--- config.mk ---
export PLATFORM = sky130hd
export DESIGN_NAME = ofdm_cyclic_prefix_inserter
export DESIGN_NICKNAME = d
export VERILOG_FILES = /design/src/rtl/cpi_pkg.sv /design/src/rtl/cpi_ctrl.sv /design/src/rtl/cpi_datapath.sv /design/src/rtl/ofdm_cyclic_prefix_inserter.sv
export SDC_FILE = /design/constraint.sdc
export NUM_CORES = 1
export LEC_CHECK = 0
export CAP_MARGIN = 20
export CORE_MARGIN = 10
export CORE_UTILIZATION = 55
export DETAILED_ROUTE_END_ITERATION = 10
export DONT_BUFFER_PORTS = 1
export GPL_ROUTABILITY_DRIVEN = 0
export GPL_TIMING_DRIVEN = 1
export PLACE_DENSITY = 0.7
export SYNTH_ARGS = -nofsm -noshare
export SYNTH_HDL_FRONTEND = slang
export SYNTH_SLANG_ARGS = --single-unit
--- constraint.sdc ---
create_clock -name clk -period 5.7 [get_ports clk]
set_clock_uncertainty 0.05 [all_clocks]
set_input_delay 0.57 -clock clk [delete_from_list [all_inputs] [get_ports clk]]
set_output_delay 0.57 -clock clk [all_outputs]
set_load 0.05 [all_outputs]
--- src/rtl/cpi_pkg.sv ---
// ----------------------------------------------------------------------------
// cpi_pkg
// Types and constants shared by the cyclic prefix inserter modules.
// ----------------------------------------------------------------------------
package cpi_pkg;

	localparam int SAMPLE_W   = 16;
	localparam int SHIFT_W    = 5;
	localparam int CP_LEN_W   = 6;
	localparam int CFG_IDX_W  = 2;
	localparam int CFG_DATA_W = 6;

	// Longest prefix honored; longer settings saturate here.
	localparam logic [CP_LEN_W-1:0] CP_MAX       = 6'd32;
	localparam logic [CP_LEN_W-1:0] CP_LEN_RESET = 6'd8;

	// Configuration register indexes.
	localparam logic [CFG_IDX_W-1:0] REG_CP_LEN           = 2'd0;
	localparam logic [CFG_IDX_W-1:0] REG_BURST_TAG_ENABLE = 2'd1;

	typedef struct packed {
		logic signed [SAMPLE_W-1:0] in_i;
		logic signed [SAMPLE_W-1:0] in_q;
		logic [SHIFT_W-1:0]         delay_shift;
		logic                       more_in_packet;
	} in_item_t;

	typedef struct packed {
		logic signed [SAMPLE_W-1:0] out_i;
		logic signed [SAMPLE_W-1:0] out_q;
		logic                       burst_flag;
		logic                       symbol_end;
	} out_item_t;

	// Commands from the controller to the datapath.
	typedef struct packed {
		logic wr;     // store the accepted sample
		logic start;  // load the playout start index
		logic rd;     // read the next playout sample
		logic burst;  // burst flag for the sample being read
		logic last;   // the sample being read ends the symbol
	} cpi_cmd_t;

	// Status from the datapath to the controller.
	typedef struct packed {
		logic can_issue;  // the read stage can take a new read
	} cpi_status_t;

	function automatic logic [CP_LEN_W-1:0] cp_sat(input logic [CP_LEN_W-1:0] cp);
		return (cp > CP_MAX) ? CP_MAX : cp;
	endfunction

endpackage

--- src/rtl/cpi_ctrl.sv ---
// ----------------------------------------------------------------------------
// cpi_ctrl
// Load/playout sequencer: counts samples in, then paces the prefix and
// rotated symbol out of the datapath one read at a time.
// ----------------------------------------------------------------------------
module cpi_ctrl #(
	parameter int SYMBOL_LEN = 32
) (
	input  logic                          clk,
	input  logic                          arst_n,
	input  logic                          in_valid,
	output logic                          in_ready,
	input  logic                          more_in_packet,
	input  logic [cpi_pkg::CP_LEN_W-1:0]  cp_len,
	input  logic                          burst_tag_enable,
	input  cpi_pkg::cpi_status_t          status,
	output cpi_pkg::cpi_cmd_t             cmd,
	output logic [$clog2(SYMBOL_LEN)-1:0] wr_idx
);

	localparam int IDX_W = $clog2(SYMBOL_LEN);
	localparam int CNT_W = $clog2(int'(cpi_pkg::CP_MAX) + SYMBOL_LEN);
	localparam logic [IDX_W-1:0] LAST_IDX = IDX_W'(SYMBOL_LEN - 1);

	localparam logic ST_LOAD = 1'b0;
	localparam logic ST_EMIT = 1'b1;

	logic             state_q;
	logic [IDX_W-1:0] fill_q;
	logic [CNT_W-1:0] remain_q;
	logic             last_sym_q;
	logic             accept;
	logic [CNT_W-1:0] total_m1;

	assign in_ready = (state_q == ST_LOAD);
	assign accept   = in_valid && in_ready;
	assign wr_idx   = fill_q;
	assign total_m1 = CNT_W'(cpi_pkg::cp_sat(cp_len)) + CNT_W'(SYMBOL_LEN - 1);

	always_comb begin
		cmd       = '0;
		cmd.wr    = accept;
		cmd.start = accept && (fill_q == LAST_IDX);
		cmd.rd    = (state_q == ST_EMIT) && status.can_issue;
		cmd.last  = (remain_q == '0);
		cmd.burst = burst_tag_enable && !(cmd.last && last_sym_q);
	end

	always_ff @(posedge clk or negedge arst_n) begin
		if (!arst_n) begin
			state_q    <= ST_LOAD;
			fill_q     <= '0;
			remain_q   <= '0;
			last_sym_q <= 1'b0;
		end else begin
			case (state_q)
				ST_LOAD: begin
					if (accept) begin
						if (fill_q == LAST_IDX) begin
							fill_q     <= '0;
							remain_q   <= total_m1;
							last_sym_q <= !more_in_packet;
							state_q    <= ST_EMIT;
						end else begin
							fill_q <= fill_q + 1'b1;
						end
					end
				end
				ST_EMIT: begin
					if (cmd.rd) begin
						if (cmd.last) begin
							state_q <= ST_LOAD;
						end else begin
							remain_q <= remain_q - 1'b1;
						end
					end
				end
				default: begin
					state_q <= ST_LOAD;
				end
			endcase
		end
	end

endmodule

--- src/rtl/cpi_datapath.sv ---
// ----------------------------------------------------------------------------
// cpi_datapath
// Sample memory, playout address generator, read stage and output register.
// ----------------------------------------------------------------------------
module cpi_datapath #(
	parameter int SYMBOL_LEN = 32
) (
	input  logic                          clk,
	input  logic                          arst_n,
	input  cpi_pkg::in_item_t             in_data,
	input  logic [cpi_pkg::CP_LEN_W-1:0]  cp_len,
	input  cpi_pkg::cpi_cmd_t             cmd,
	input  logic [$clog2(SYMBOL_LEN)-1:0] wr_idx,
	output cpi_pkg::cpi_status_t          status,
	output logic                          out_valid,
	input  logic                          out_ready,
	output cpi_pkg::out_item_t            out_data
);

	localparam int IDX_W = $clog2(SYMBOL_LEN);
	localparam int CP_Q  = int'(cpi_pkg::CP_MAX) / SYMBOL_LEN;
	localparam logic [5:0] N6 = 6'(SYMBOL_LEN);
	localparam logic [IDX_W-1:0] LAST_IDX = IDX_W'(SYMBOL_LEN - 1);

	logic [2*cpi_pkg::SAMPLE_W-1:0] mem [SYMBOL_LEN];

	logic [IDX_W-1:0]               rd_idx_q;
	logic [IDX_W-1:0]               start_idx;
	logic                           valid_s1;
	logic [2*cpi_pkg::SAMPLE_W-1:0] data_s1;
	logic                           burst_s1;
	logic                           end_s1;
	logic                           out_valid_q;
	cpi_pkg::out_item_t             out_q;
	logic                           adv;

	// Start index = -(cp + shift) mod SYMBOL_LEN, with the shift saturated.
	always_comb begin
		logic [5:0] cpm;
		logic [5:0] sh;
		logic [5:0] sum;
		logic [5:0] base;
		cpm = cpi_pkg::cp_sat(cp_len);
		for (int k = 0; k < CP_Q; k++) begin
			if (cpm >= N6) begin
				cpm = cpm - N6;
			end
		end
		sh = {1'b0, in_data.delay_shift};
		if (sh >= N6) begin
			sh = N6 - 6'd1;
		end
		sum  = cpm + sh;
		base = (sum >= N6) ? (sum - N6) : sum;
		start_idx = (base == 6'd0) ? '0 : IDX_W'(N6 - base);
	end

	assign adv              = valid_s1 && (!out_valid_q || out_ready);
	assign status.can_issue = !valid_s1 || adv;
	assign out_valid        = out_valid_q;
	assign out_data         = out_q;

	always_ff @(posedge clk) begin
		if (cmd.wr) begin
			mem[wr_idx] <= {in_data.in_q, in_data.in_i};
		end
		if (cmd.rd) begin
			data_s1  <= mem[rd_idx_q];
			burst_s1 <= cmd.burst;
			end_s1   <= cmd.last;
		end
		if (cmd.start) begin
			rd_idx_q <= start_idx;
		end else if (cmd.rd) begin
			rd_idx_q <= (rd_idx_q == LAST_IDX) ? '0 : rd_idx_q + 1'b1;
		end
		if (adv) begin
			out_q.out_i      <= data_s1[cpi_pkg::SAMPLE_W-1:0];
			out_q.out_q      <= data_s1[2*cpi_pkg::SAMPLE_W-1:cpi_pkg::SAMPLE_W];
			out_q.burst_flag <= burst_s1;
			out_q.symbol_end <= end_s1;
		end
	end

	always_ff @(posedge clk or negedge arst_n) begin
		if (!arst_n) begin
			valid_s1    <= 1'b0;
			out_valid_q <= 1'b0;
		end else begin
			if (cmd.rd) begin
				valid_s1 <= 1'b1;
			end else if (adv) begin
				valid_s1 <= 1'b0;
			end
			if (adv) begin
				out_valid_q <= 1'b1;
			end else if (out_ready) begin
				out_valid_q <= 1'b0;
			end
		end
	end

endmodule

--- src/rtl/ofdm_cyclic_prefix_inserter.sv ---
// Load: one input sample per cycle, SYMBOL_LEN samples per symbol.
// Playout: starts once the final sample is accepted, each read passing through
// the read stage and output register; one result per cycle unless stalled,
// cp_len + SYMBOL_LEN results in all (prefix capped at 32). The single sample
// memory is filled, then read out before the next load.
// Reset (arst_n low, asynchronous) clears control state and valid flags and restores the configuration registers.
// ----------------------------------------------------------------------------
// ofdm_cyclic_prefix_inserter
// Collects one OFDM symbol, then emits it rotated by a cyclic delay with
// the cyclic prefix prepended.
// ----------------------------------------------------------------------------
module ofdm_cyclic_prefix_inserter #(
	parameter int SYMBOL_LEN = 32
) (
	input  logic                            clk,
	input  logic                            arst_n,
	// Input request channel: one complex sample per request.
	input  logic                            in_valid,
	output logic                            in_ready,
	input  cpi_pkg::in_item_t               in_data,
	// Output request channel: one prefixed, rotated sample per request.
	output logic                            out_valid,
	input  logic                            out_ready,
	output cpi_pkg::out_item_t              out_data,
	// Configuration write port.
	input  logic                            cfg_we,
	input  logic [cpi_pkg::CFG_IDX_W-1:0]   cfg_idx,
	input  logic [cpi_pkg::CFG_DATA_W-1:0]  cfg_data
);

	// Registers written through the configuration port. Writes to indexes
	// beyond the register list are dropped.
	logic [cpi_pkg::CP_LEN_W-1:0] cp_len_q;
	logic                         burst_tag_enable_q;

	// The controller and datapath talk only through these two structs plus
	// the write address of the sample memory.
	cpi_pkg::cpi_cmd_t            cmd;
	cpi_pkg::cpi_status_t         status;
	logic [$clog2(SYMBOL_LEN)-1:0] wr_idx;

	always_ff @(posedge clk or negedge arst_n) begin
		if (!arst_n) begin
			cp_len_q           <= cpi_pkg::CP_LEN_RESET;
			burst_tag_enable_q <= 1'b0;
		end else if (cfg_we) begin
			case (cfg_idx)
				cpi_pkg::REG_CP_LEN: begin
					cp_len_q <= cfg_data;
				end
				cpi_pkg::REG_BURST_TAG_ENABLE: begin
					burst_tag_enable_q <= cfg_data[0];
				end
				default: begin
				end
			endcase
		end
	end

	// The controller counts incoming samples and, once a symbol is complete,
	// issues one memory read per cycle that the read stage can accept. It
	// latches the packet flag from the final sample for the burst tag.
	cpi_ctrl #(
		.SYMBOL_LEN(SYMBOL_LEN)
	) u_ctrl (
		.clk              (clk),
		.arst_n           (arst_n),
		.in_valid         (in_valid),
		.in_ready         (in_ready),
		.more_in_packet   (in_data.more_in_packet),
		.cp_len           (cp_len_q),
		.burst_tag_enable (burst_tag_enable_q),
		.status           (status),
		.cmd              (cmd),
		.wr_idx           (wr_idx)
	);

	// The datapath holds the sample memory. On the final sample it computes
	// where playout begins, so that the read address simply walks forward
	// modulo SYMBOL_LEN. Reads pass through a registered read stage and an
	// output register, which lets a stalled output keep its result while
	// the next one waits in the read stage.
	cpi_datapath #(
		.SYMBOL_LEN(SYMBOL_LEN)
	) u_datapath (
		.clk       (clk),
		.arst_n    (arst_n),
		.in_data   (in_data),
		.cp_len    (cp_len_q),
		.cmd       (cmd),
		.wr_idx    (wr_idx),
		.status    (status),
		.out_valid (out_valid),
		.out_ready (out_ready),
		.out_data  (out_data)
	);

endmodule

==> results.toml <==
[detailed_routing]
drcViolationCount = 0
first_pass_iters = 6
drtAntennaViolNets = 0
routedWlPerCell_um = 32.3
num_vias = 20118
drt_first_iter_violations = 2746
wirelength_mm = 99.8
vias_per_cell = 6.51

[power]
p_leak_uw = 0.0152
powerDensity_mw_per_mm2 = 440
ir_drop_uv = 277

[worst_setup_path]
crit_required_ns = 5.97
cp_data_arrival_time_ns = 3.56
path_class = "flop to flop"
critPathMaxFanout = 17
crit_path_start_kind = "flop"
r2r_setup_slack_ns = 2.41
cp-end-kind = "flop"

[final_layout]
drive_gt1_share_pct = 27.1
stdcell_area_mm2 = 0.0485
final_nets = 2037
syn2layout_area_growth_pct = 14.2

[sta]
max_clock_freq_mhz = 304
hold_violations = 0
period_share_pct = 57.8
max-slew-margin-rel_pct = 30.6
tns_ns = 0
setup_viol = 0
final_max_slew_viol_count = 0
rsz0062_at_grt = "false"
tightest_slew_ns = 1.04
min_period_ns = 3.29

[clock_network]
numCtsBuffers = 112
root_buffer = "clkbuf_16"
ctsResizeCount = 0
cts_buffer_depth = 3
h-tree-depth = 3
clk_latency_ns = 0.67
cts_sinks = 1119
cts_tree = "built"
cts.clk_slew.worst_paths_ns = 0.06

[logic_synthesis]
synth.most_common_cell = "edfxtp_1"
synthFlopType = "edfxtp_1"
synth_top_area_cell = "edfxtp_1"
yosys-top-cells-count = "edfxtp_1, mux4_2, o22ai_1, buf_2, nor2_1"
yosys_warnings = 0
syn_area_per_cell_um2 = 23.1
synth_area_mm2 = 0.0425
seq_area_frac_synth_pct = 78.9
netlist_top_cells_area = "edfxtp_1, mux4_2, o22ai_1"
synthesis.nets = 1907
synth_edf_count = 1097
synth.distinct_cells = 48
synth_top_area_share_pct = 77.6
ys_ff_latch = 1119
async_reset_ff_share_pct = 1.97
synth_cells = 1840

[floorplanning]
core.rowCount = 101
die_h_um = 298
core_area_mm2 = 0.0762
io_pins = 87
start_util_pct = 55.7
die_w_um = 298
dieArea_mm2 = 0.0887

[global_route]
grt_use_total_pct = 22.3
grt_first_pass_wirelength_mm = 145
antenna_found_initial = 2
grt_pass1_vias = 20246
grt_max_degree = 75
overflow = 0

[placed_design]
place_area_mm2 = 0.0441
dpl.hpwl_mm = 57.9
port_buffers = 0

[flow_run]
drv_cap = 0

[status]
run_status = "finished clean"

[worst_hold_path]
hold_class = "primary input to flop"
## through the flow
step / total power (µW) / instances / utilization [%] / setup slack, ns / hold slack, ns
after global routing: 22100 / 3089 / 63.6 / 2.32 / 0.0581
final: 21300 / 3091 / 63.6 / 2.41 / 0.0517
after floorplan: 13000 / 1840 / - / 1.47 / 0.224
after detailed placement: 14300 / 2835 / 57.9 / 2.37 / 0.225
after CTS: 21500 / 3079 / 63.4 / 2.41 / 0.0179
after global placement: 14200 / 2814 / 57.3 / 2.45 / 0.225
## layout make-up
cell class,count,area (µm²)
multi-input cells,616,8460
fillers,4890,27700
inverters,10,37.5
clock inverters,68,593
well taps,1030,1290
flip-flops and latches,1119,33500
repair buffers,111,1700
clock buffers,135,2910
diodes,2,5.00
## metal layers
layer	part of all wire (%)	vias to the layer above	global-route usage [%]	wire length (µm)
met5	0	-	0	0
met3	9.6	132	4.15	9550
met2	48	1115	34.4	47700
met1	40	10701	32.6	40200
met4	2.4	0	6.64	2350
li1	-	8170	-	-
## logic make-up after synthesis
group                      count (synthesis)  synth area share [%]
AOI/OAI and AO/OA                        161                  2.39
xor gates and xnor gates                   9                 0.186
adders and majority gates                 16                 0.472
buffers and inverters                    105                  1.73
DFF                                     1119                  78.9
muxes                                    264                  14.0
and+or+nand+nor                          166                  2.36
## placed cells by master (no fill, tap or decap), types with 7 or more instances in the layout
cell type	count
clkbuf_1	22
clkbuf_16	114
edfxtp_1	1097
mux2_2	7
nand3b_1	8
a21oi_1	9
o22ai_1	128
bufinv_16	9
mux4_1	20
dlygate4sd3_1	18
clkinv_1	28
dfrtp_1	21
mux4_2	236
ha_1	16
nor2_4	26
nor4_1	11
nor2_1	12
nor4_2	22
inv_1	9
nand2_1	35
buf_16	10
buf_4	31
o21ai_0	7
buf_12	45
clkinv_2	19
## worst paths after layout
path                                           to  cells past startpoint           startpoint
setup / recovery           u_datapath.mem[27][23]                      6       u_ctrl.state_q
setup reg to reg           u_datapath.mem[27][23]                      6       u_ctrl.state_q
max in group asynchronous             cp_len_q[3]                      2               arst_n
hold / removal               u_datapath.out_valid                      2            out_ready
min in group asynchronous    u_datapath.out_valid                      2               arst_n
hold reg to reg            u_datapath.out_data[1]                      0  u_datapath.burst_s1
## power by group
group | internal [µW] | total (µW) | switching (µW)
clock network | 4040 | 7050 | 3010
logic | 1630 | 3930 | 2300
registers | 9790 | 10300 | 556
total | 15500 | 21300 | 5870
## state kept, by name (all words and copies together), names as in the netlist
register and count:
u_ctrl.remain_q 6, u_datapath.mem 1024, u_datapath.out_data 34, u_datapath.end_s1 1, u_ctrl.state_q 1, u_datapath.burst_s1 1, u_datapath.rd_idx_q 5, cp_len_q 6
u_datapath.valid_s1 1, u_datapath.data_s1 32, burst_tag_enable_q 1, u_ctrl.wr_idx 5, u_datapath.out_valid 1, u_ctrl.last_sym_q 1
## worst max-delay path, stage by stage, from the launching register on
cell,delay (ns)
dfrtp_1,0.49
nor2b_1,0.34
buf_4,0.23
nand2_1,0.30
or2_2,0.47
nor2_4,0.56
buf_4,0.50
## timing repair
action | CTS | global route
setup buffers | 0 | 0
hold endpoints to repair | 1054 | 0
hold buffers | 41 | 0
(Power assumes the default switching activity.)
